`src/rtl/angle_bias_kalman_filter_macros.svh`:
```
// Assertion macros for the angle and bias Kalman filter.
// Used by the top level only; no other dependencies.
`ifndef ANGLE_BIAS_KALMAN_FILTER_MACROS_SVH
`define ANGLE_BIAS_KALMAN_FILTER_MACROS_SVH

// Implication checked on every clock edge outside reset.
`define ABKF_ASSERT_IMP(label, clk, rst_n, ante, cons) \
  label: assert property (@(posedge clk) disable iff (!rst_n) (ante) |-> (cons)) \
    else $error("assertion failed");

// Next-cycle implication checked outside reset.
`define ABKF_ASSERT_NEXT(label, clk, rst_n, ante, cons) \
  label: assert property (@(posedge clk) disable iff (!rst_n) (ante) |=> (cons)) \
    else $error("assertion failed");

`endif

```
`src/rtl/abkf_pkg.sv`:
```
// Shared constants and fixed-point helpers for the angle and bias filter.
// No dependencies.
package abkf_pkg;

  localparam int unsigned QW = 32;
  localparam int unsigned FRAC = 16;
  localparam int unsigned IDX_W = 3;

  localparam logic [IDX_W-1:0] REG_STEP    = 3'd0;
  localparam logic [IDX_W-1:0] REG_ANOISE  = 3'd1;
  localparam logic [IDX_W-1:0] REG_BNOISE  = 3'd2;
  localparam logic [IDX_W-1:0] REG_MNOISE  = 3'd3;
  localparam logic [IDX_W-1:0] REG_OBSERVE = 3'd4;

  localparam logic [15:0] STEP_RST = 16'd328;
  localparam logic [30:0] ANOISE_RST = 31'd66;
  localparam logic [30:0] BNOISE_RST = 31'd197;
  localparam logic [30:0] MNOISE_RST = 31'd32768;
  localparam logic signed [31:0] Q_ONE = 32'sd65536;

  // Saturate a 34-bit signed value into 32 bits.
  function automatic logic signed [31:0] sat34(input logic signed [33:0] v);
    logic signed [31:0] r;
    if (v > 34'sd2147483647) r = 32'sh7fffffff;
    else if (v < -34'sd2147483648) r = 32'sh80000000;
    else r = v[31:0];
    return r;
  endfunction

  // Product shifted right by the fraction width (floor), saturated.
  function automatic logic signed [31:0] qscale(input logic signed [63:0] p);
    logic signed [47:0] s;
    logic signed [31:0] r;
    s = p[63:16];
    if (s > 48'sd2147483647) r = 32'sh7fffffff;
    else if (s < -48'sd2147483648) r = 32'sh80000000;
    else r = s[31:0];
    return r;
  endfunction

endpackage

```
`src/rtl/angle_bias_kalman_filter.sv`:
```
// Two-state angle and gyro bias Kalman filter in signed Q16.16. A sequencer runs
// 31 operations through one shared multiply/add unit and, when the innovation
// variance is positive, two 48-step restoring divisions for the gains. The next
// sample is accepted on the cycle after the result transfer at the earliest.
// Input is not ready while a sample is in work or its result waits in the output
// register. Configuration writes are taken at any time and should only be issued
// while no sample is in work.
// Depends on abkf_pkg, abkf_alu, abkf_div and the assertion macro header.
`include "angle_bias_kalman_filter_macros.svh"
module angle_bias_kalman_filter (
  input  logic        clk_i,
  input  logic        rst_ni,
  input  logic        s_axis_tvalid,
  output logic        s_axis_tready,
  input  logic [63:0] s_axis_tdata,   // [31:0] accel_angle, [63:32] gyro_rate
  output logic        m_axis_tvalid,
  input  logic        m_axis_tready,
  output logic [63:0] m_axis_tdata,   // [31:0] filtered_angle, [63:32] corrected_rate
  input  logic        cfg_valid_i,
  output logic        cfg_ready_o,
  input  logic [2:0]  cfg_index_i,
  input  logic [31:0] cfg_data_i
);

  typedef enum logic [1:0] {S_IDLE, S_ALU, S_DIV, S_OUT} state_e;
  typedef logic signed [31:0] q_t;

  state_e state_q;
  logic [4:0] op_q;
  logic       ph_q;
  logic       dstart_q, dstart_d;
  logic       dsel_q;

  logic [15:0] step_q;
  logic [30:0] anoise_q, bnoise_q, mnoise_q;
  q_t obs_q;
  q_t ang_q, bias_q, p0_q, p1_q, p2_q, p3_q;
  q_t acc_q, gyr_q, t_q, d0_q, d12_q, pct0_q, pct1_q, e_q, k0_q, k1_q, err_q, t1_q;
  q_t rate_q;

  logic is_mul, sub;
  q_t a, b, c, y, quo;
  logic ddone;
  q_t dt;
  logic out_stall;

  assign dt = q_t'({16'd0, step_q});

  abkf_alu u_alu (.clk_i, .is_mul_i(is_mul), .sub_i(sub), .a_i(a), .b_i(b), .c_i(c), .y_o(y));
  abkf_div u_div (.clk_i, .rst_ni, .start_i(dstart_q), .num_i(dsel_q ? pct1_q : pct0_q),
                  .den_i(e_q), .done_o(ddone), .quo_o(quo));

  // Operation table: operands of each step; result written in the second phase.
  always_comb begin
    is_mul = 1'b1; sub = 1'b0; a = '0; b = '0; c = '0;
    case (op_q)
      5'd0:  begin is_mul = 1'b0; sub = 1'b1; a = gyr_q; b = bias_q; end
      5'd1:  begin a = t_q; b = dt; end
      5'd2:  begin is_mul = 1'b0; a = ang_q; b = t_q; end
      5'd3:  begin is_mul = 1'b0; sub = 1'b1; a = q_t'({1'b0, anoise_q}); b = p1_q; c = p2_q; end
      5'd4:  begin is_mul = 1'b0; sub = 1'b1; a = '0; b = p3_q; end
      5'd5:  begin a = d0_q; b = dt; end
      5'd6:  begin is_mul = 1'b0; a = p0_q; b = t_q; end
      5'd7:  begin a = d12_q; b = dt; end
      5'd8:  begin is_mul = 1'b0; a = p1_q; b = t_q; end
      5'd9:  begin is_mul = 1'b0; a = p2_q; b = t_q; end
      5'd10: begin a = q_t'({1'b0, bnoise_q}); b = dt; end
      5'd11: begin is_mul = 1'b0; a = p3_q; b = t_q; end
      5'd12: begin a = obs_q; b = p0_q; end
      5'd13: begin a = obs_q; b = p2_q; end
      5'd14: begin a = obs_q; b = pct0_q; end
      5'd15: begin is_mul = 1'b0; a = q_t'({1'b0, mnoise_q}); b = t_q; end
      5'd16: begin is_mul = 1'b0; sub = 1'b1; a = acc_q; b = ang_q; end
      5'd17: begin a = k0_q; b = err_q; end
      5'd18: begin is_mul = 1'b0; a = ang_q; b = t_q; end
      5'd19: begin a = k1_q; b = err_q; end
      5'd20: begin is_mul = 1'b0; a = bias_q; b = t_q; end
      5'd21: begin is_mul = 1'b0; sub = 1'b1; a = gyr_q; b = bias_q; end
      5'd22: begin a = obs_q; b = p1_q; end
      5'd23: begin a = k0_q; b = pct0_q; end
      5'd24: begin is_mul = 1'b0; sub = 1'b1; a = p0_q; b = t_q; end
      5'd25: begin a = k0_q; b = t1_q; end
      5'd26: begin is_mul = 1'b0; sub = 1'b1; a = p1_q; b = t_q; end
      5'd27: begin a = k1_q; b = pct0_q; end
      5'd28: begin is_mul = 1'b0; sub = 1'b1; a = p2_q; b = t_q; end
      5'd29: begin a = k1_q; b = t1_q; end
      5'd30: begin is_mul = 1'b0; sub = 1'b1; a = p3_q; b = t_q; end
      default: ;
    endcase
  end

  // The first division starts once a positive innovation variance is known, the
  // second as soon as the first quotient is handed back.
  assign dstart_d = (state_q == S_ALU && ph_q && op_q == 5'd15 && !y[31] && y != '0) ||
                    (state_q == S_DIV && ddone && !dsel_q);

  assign s_axis_tready = (state_q == S_IDLE);
  assign cfg_ready_o = 1'b1;
  assign m_axis_tvalid = (state_q == S_OUT);
  assign m_axis_tdata = {rate_q, ang_q};
  assign out_stall = m_axis_tvalid && !m_axis_tready;

  always_ff @(posedge clk_i or negedge rst_ni) begin
    if (!rst_ni) begin
      state_q <= S_IDLE; op_q <= '0; ph_q <= 1'b0; dstart_q <= 1'b0; dsel_q <= 1'b0;
      step_q <= abkf_pkg::STEP_RST; anoise_q <= abkf_pkg::ANOISE_RST;
      bnoise_q <= abkf_pkg::BNOISE_RST; mnoise_q <= abkf_pkg::MNOISE_RST;
      obs_q <= abkf_pkg::Q_ONE;
      ang_q <= '0; bias_q <= '0; p0_q <= abkf_pkg::Q_ONE; p1_q <= '0; p2_q <= '0;
      p3_q <= abkf_pkg::Q_ONE;
    end else begin
      dstart_q <= dstart_d;
      if (cfg_valid_i) begin
        case (cfg_index_i)
          abkf_pkg::REG_STEP:    step_q <= cfg_data_i[15:0];
          abkf_pkg::REG_ANOISE:  anoise_q <= cfg_data_i[30:0];
          abkf_pkg::REG_BNOISE:  bnoise_q <= cfg_data_i[30:0];
          abkf_pkg::REG_MNOISE:  mnoise_q <= cfg_data_i[30:0];
          abkf_pkg::REG_OBSERVE: obs_q <= cfg_data_i;
          default: ;
        endcase
      end
      case (state_q)
        S_IDLE: begin
          if (s_axis_tvalid) begin
            state_q <= S_ALU; op_q <= '0; ph_q <= 1'b0;
          end
        end
        S_ALU: begin
          ph_q <= ~ph_q;
          if (ph_q) begin
            case (op_q)
              5'd2, 5'd18: ang_q <= y;
              5'd3:  d0_q <= y;
              5'd4:  d12_q <= y;
              5'd6, 5'd24: p0_q <= y;
              5'd8, 5'd26: p1_q <= y;
              5'd9, 5'd28: p2_q <= y;
              5'd11, 5'd30: p3_q <= y;
              5'd12: pct0_q <= y;
              5'd13: pct1_q <= y;
              5'd15: e_q <= y;
              5'd16: err_q <= y;
              5'd20: bias_q <= y;
              5'd21: rate_q <= y;
              5'd22: t1_q <= y;
              default: t_q <= y;
            endcase
            op_q <= op_q + 5'd1;
            if (op_q == 5'd15) begin
              if (!y[31] && y != '0) begin
                state_q <= S_DIV; dsel_q <= 1'b0;
              end else begin
                k0_q <= '0; k1_q <= '0;
              end
            end
            if (op_q == 5'd30) state_q <= S_OUT;
          end
        end
        S_DIV: begin
          if (ddone) begin
            if (!dsel_q) begin
              k0_q <= quo; dsel_q <= 1'b1;
            end else begin
              k1_q <= quo; state_q <= S_ALU; ph_q <= 1'b0;
            end
          end
        end
        S_OUT: if (m_axis_tready) state_q <= S_IDLE;
        default: state_q <= S_IDLE;
      endcase
    end
  end

  always_ff @(posedge clk_i) begin
    if (state_q == S_IDLE && s_axis_tvalid) begin
      acc_q <= s_axis_tdata[31:0];
      gyr_q <= s_axis_tdata[63:32];
    end
  end

  `ABKF_ASSERT_IMP(a_out_no_in, clk_i, rst_ni, m_axis_tvalid, !s_axis_tready)
  `ABKF_ASSERT_NEXT(a_hold_out, clk_i, rst_ni, out_stall, m_axis_tvalid && $stable(m_axis_tdata))
  `ABKF_ASSERT_NEXT(a_take_busy, clk_i, rst_ni, s_axis_tvalid && s_axis_tready, !s_axis_tready)

endmodule

```
`src/rtl/abkf_div.sv`:
```
// Restoring radix-2 divider for the gain computation: sat((num << 16) / den).
// No dependencies. Denominator is positive; quotient truncates toward zero.
module abkf_div (
  input  logic               clk_i,
  input  logic               rst_ni,
  input  logic               start_i,
  input  logic signed [31:0] num_i,
  input  logic signed [31:0] den_i,
  output logic               done_o,
  output logic signed [31:0] quo_o
);

  logic [5:0]  cnt_q, cnt_d;
  logic        busy_q, busy_d;
  logic        neg_q, neg_d;
  logic [47:0] dvd_q, dvd_d;
  logic [31:0] den_q, den_d;
  logic [32:0] rem_q, rem_d;
  logic [47:0] quo_q, quo_d;
  logic        done_q, done_d;
  logic [32:0] trial;
  logic [31:0] mag;

  always_comb begin
    mag = num_i[31] ? 32'(-num_i) : 32'(num_i);
    trial = {rem_q[31:0], dvd_q[47]} - {1'b0, den_q};
    busy_d = busy_q;
    cnt_d = cnt_q;
    neg_d = neg_q;
    dvd_d = dvd_q;
    den_d = den_q;
    rem_d = rem_q;
    quo_d = quo_q;
    done_d = 1'b0;
    if (start_i) begin
      busy_d = 1'b1;
      cnt_d = 6'd0;
      neg_d = num_i[31];
      dvd_d = {mag, 16'd0};
      den_d = den_i;
      rem_d = '0;
      quo_d = '0;
    end else if (busy_q) begin
      dvd_d = {dvd_q[46:0], 1'b0};
      if (!trial[32]) begin
        rem_d = trial;
        quo_d = {quo_q[46:0], 1'b1};
      end else begin
        rem_d = {rem_q[31:0], dvd_q[47]};
        quo_d = {quo_q[46:0], 1'b0};
      end
      cnt_d = cnt_q + 6'd1;
      if (cnt_q == 6'd47) begin
        busy_d = 1'b0;
        done_d = 1'b1;
      end
    end
  end

  always_ff @(posedge clk_i or negedge rst_ni) begin
    if (!rst_ni) begin
      busy_q <= 1'b0;
      done_q <= 1'b0;
      cnt_q <= '0;
    end else begin
      busy_q <= busy_d;
      done_q <= done_d;
      cnt_q <= cnt_d;
    end
  end

  always_ff @(posedge clk_i) begin
    neg_q <= neg_d;
    dvd_q <= dvd_d;
    den_q <= den_d;
    rem_q <= rem_d;
    quo_q <= quo_d;
  end

  always_comb begin
    if (!neg_q) quo_o = (quo_q > 48'd2147483647) ? 32'sh7fffffff : quo_q[31:0];
    else quo_o = (quo_q > 48'd2147483648) ? 32'sh80000000 : 32'(-quo_q[31:0]);
  end
  assign done_o = done_q;

endmodule

```
`src/rtl/abkf_alu.sv`:
```
// Shared Q16.16 arithmetic unit: one registered multiply or saturating add/sub.
// Depends on abkf_pkg.
module abkf_alu (
  input  logic               clk_i,
  input  logic               is_mul_i,
  input  logic               sub_i,
  input  logic signed [31:0] a_i,
  input  logic signed [31:0] b_i,
  input  logic signed [31:0] c_i,
  output logic signed [31:0] y_o
);

  logic signed [63:0] prod;
  logic signed [33:0] sum;
  logic signed [31:0] y_q, y_d;

  // Add/sub takes three operands: a + b or a - b, then minus c.
  always_comb begin
    prod = a_i * b_i;
    if (sub_i) sum = 34'(a_i) - 34'(b_i) - 34'(c_i);
    else sum = 34'(a_i) + 34'(b_i) - 34'(c_i);
    y_d = is_mul_i ? abkf_pkg::qscale(prod) : abkf_pkg::sat34(sum);
  end

  always_ff @(posedge clk_i) y_q <= y_d;
  assign y_o = y_q;

endmodule
```
`config.mk`:
```
export PLATFORM = sky130hd
export DESIGN_NAME = angle_bias_kalman_filter
export DESIGN_NICKNAME = d
export VERILOG_FILES = /design/src/rtl/abkf_pkg.sv /design/src/rtl/angle_bias_kalman_filter.sv /design/src/rtl/abkf_div.sv /design/src/rtl/abkf_alu.sv
export VERILOG_INCLUDE_DIRS = /design/src /design/src/rtl
export SDC_FILE = /design/constraint.sdc
export NUM_CORES = 2
export LEC_CHECK = 0
export CAP_MARGIN = 20
export CORE_UTILIZATION = 60
export CTS_BUF_LIST = sky130_fd_sc_hd__clkbuf_8
export DETAILED_ROUTE_END_ITERATION = 10
export DONT_BUFFER_PORTS = 1
export GPL_TIMING_DRIVEN = 0
export PLACE_DENSITY_LB_ADDON = 0.05
export SETUP_SLACK_MARGIN = 0.15
export SYNTH_ARGS = -nofsm -noshare
export SYNTH_HDL_FRONTEND = slang
export SYNTH_SLANG_ARGS = --single-unit
export TNS_END_PERCENT = 1
```
`constraint.sdc`:
```
create_clock -name clk_i -period 22.3 [get_ports clk_i]
set_input_delay 2.23 -clock clk_i [delete_from_list [all_inputs] [get_ports clk_i]]
set_output_delay 2.23 -clock clk_i [all_outputs]
set_load 0.005 [all_outputs]
```
==> impl_metrics.json <==
{
  "synth_nets": 9505,
  "place_ws_ps": 6539,
  "cts_hold_buf": 0,
  "nets": 9779,
  "cp_slowest_cell": "nor4bb_1",
  "final_cell_mix": "1279 x inv_1, 1146 x fa_1, 801 x nand2_1, 791 x nor2_1, 481 x edfxtp_1",
  "cts_buffers": 138,
  "clock-sinks": 944,
  "wirelength_um": 326500,
  "drt_iter0_markers": 10287,
  "synth_edf_count": 481,
  "htree_levels": 4,
  "die_h_um": 372.9,
  "finalCriticalPeriod_ps": 16680,
  "cts.repair.resized": 0,
  "grt_usage_pct": 47.25,
  "core-area_sq_mm": 0.1360,
  "final_max_slew_viol_count": 0,
  "clockRootBuffer": "clkbuf_8",
  "grt_pass1_vias": 65697,
  "dp_hpwl_um": 256800,
  "wl_per_cell_um": 32.16,
  "setup_violations": 0,
  "syn_area_per_cell_sq_um": 10.36,
  "layout_commonest_cell": "inv_1",
  "clockBufferDepth": 3,
  "vias": 67056,
  "largest_reg_flops": 48,
  "grt_max_degree": 355,
  "cts_setup_buffers": 0,
  "die_w_um": 372.9,
  "hold_viol": 0,
  "relSlewSlack_pct": 9.209,
  "skew_ps": 39.41,
  "design_area_sq_mm": 0.08969,
  "pin_count": 171,
  "syn_area_sq_mm": 0.08253,
  "rows": 135,
  "worstPathMaxFanout": 10,
  "critPathCaptureType": "flip-flop",
  "grt_pass1_wl_um": 464800,
  "ys_async_sr_fraction_pct": 37.18,
  "fin_tns_setup_ps": 0,
  "initial_core_util_pct": 60.70,
  "yosysSeqAreaShare_pct": 30.88,
  "rsz0062_at_grt": "false",
  "placed_area_sq_mm": 0.08648,
  "layout_setup_ws_ps": 5619,
  "avgViaCountPerCell": 6.605,
  "synthToLayoutAreaGrowth_pct": 8.679,
  "dr.pass1.iters": 11,
  "gr-total-overflow": 0,
  "arrival_ps": 17390,
  "ys_types": 96,
  "status": "complete, but fails checks",
  "fin_crit_sh_pct": 74.80,
  "worstSetupPathType": "flip-flop to flip-flop",
  "ys_seq_elements": 944,
  "cpMostUsedCell": "fa_1",
  "gp_congestion": 1.065,
  "worstPathRequired_ps": 23010,
  "maxCapViolCount": 0,
  "hp-class": "flip-flop to flip-flop",
  "clk_latency_ps": 850,
  "yosysWarnings": 0,
  "final_antenna_net_count": 0,
  "drive_gt1_share_pct": 9.799,
  "die_area_sq_mm": 0.1390,
  "syn_inst": 7966,
  "regMostFlops": "u_div.quo_q",
  "synthFlopType": "edfxtp_1",
  "clk_pin_slew_ps": 60,
  "cp-start-kind": "flip-flop",
  "max_stage_delay_ps": 1030,
  "drcViolationCount": 1,
  "violations": "design-rule violations",
  "cts_tree": "yes",
  "antenna_found_initial": 25,
  "port_buffers": 0,
  "worst_slew_pin_slew_ps": 1362,
  "fmax_ghz": 0.05995
}
## cell usage after synthesis (26+ instances only)
library cell	count	share of area (%)
buf_1	39	0.18
nand2b_1	42	0.32
nor2_1	791	3.6
clkinv_1	33	0.15
a21o_1	84	0.76
o21a_1	30	0.27
nand3_1	77	0.47
a21oi_1	259	1.6
o21bai_1	31	0.28
a221oi_1	34	0.36
and3_1	58	0.44
dfxtp_1	112	2.7
a211o_1	30	0.32
inv_1	1227	5.6
mux2_2	369	5.0
a311oi_1	52	0.55
a31oi_1	34	0.26
edfxtp_1	481	18
mux2i_1	83	1.0
and2_1	68	0.52
nor2b_1	26	0.20
nand2_1	801	3.6
fa_1	1147	28
a222oi_1	111	1.3
clkbuf_1	355	1.6
xnor2_1	113	1.2
ha_1	288	4.4
a22oi_1	109	0.99
nor3_1	61	0.37
dfrtp_1	338	10
xor2_1	53	0.56
o21ai_0	187	1.1
nand4_1	60	0.45
## worst paths after layout
path | startpoint | end | slack, ps | cells past startpoint
hold / removal | e_q[0] | u_div.den_q[0] | 420 | 0
setup reg to reg | op_q[0] | u_alu.y_o[25] | 5620 | 41
setup / recovery | op_q[0] | u_alu.y_o[25] | 5620 | 41
hold reg to reg | e_q[0] | u_div.den_q[0] | 420 | 0
max in group asynchronous | rst_ni | u_div.done_o | 20170 | 0
min in group asynchronous | rst_ni | bnoise_q[21] | 1140 | 0
## kinds of logic after synthesis
logic type / share of synthesized area, %
AOI/OAI and AO/OA: 10.09
xor gates and xnor gates: 1.762
adders and majority gates: 32.19
buffers and inverters: 7.712
DFF: 30.88
muxes: 6.041
other: 0.004544
and+or+nand+nor: 11.32
## per-layer routing
metal	routed length (um)	vias up	GRT usage (%)
li1	-	26926	-
met1	118600	33690	62.15
met2	133200	5253	65.22
met3	51140	1173	19.53
met4	23210	14	28.00
met5	270	-	0.9434
## through the flow
stage	hold slack, ps	cells	util [%]
2_1_floorplan	400.3	7966	-
3_3_place_gp	400.2	9747	62.34
3_5_place_dp	404.5	9852	63.60
4_1_cts	413.7	10110	65.61
5_1_grt	423.1	10139	65.94
6_report	415.2	10153	65.96
## critical path, delay by kind of cell, from the launching register on
family,cells,cell delay (ps)
buf+inv,10,4750
fa+ha+maj,10,4400
flops,1,450
compound gates,15,4720
simple gates,6,2180
## final cells by class
| type | count | area, sq um |
|---|---|---|
| repair buffers | 134 | 1903 |
| diodes | 14 | 35.03 |
| plain buffers | 419 | 1629 |
| inverters | 1262 | 4737 |
| flip-flops and latches | 944 | 25490 |
| fillers | 10971 | 46280 |
| multi-input cells | 5341 | 50950 |
| clock inverters | 101 | 570.5 |
| well taps | 1781 | 2228 |
| clock buffers | 157 | 2161 |
Power is not shown: default switching activity piles up to over one toggle a cycle in this logic, so the estimate is an artifact.
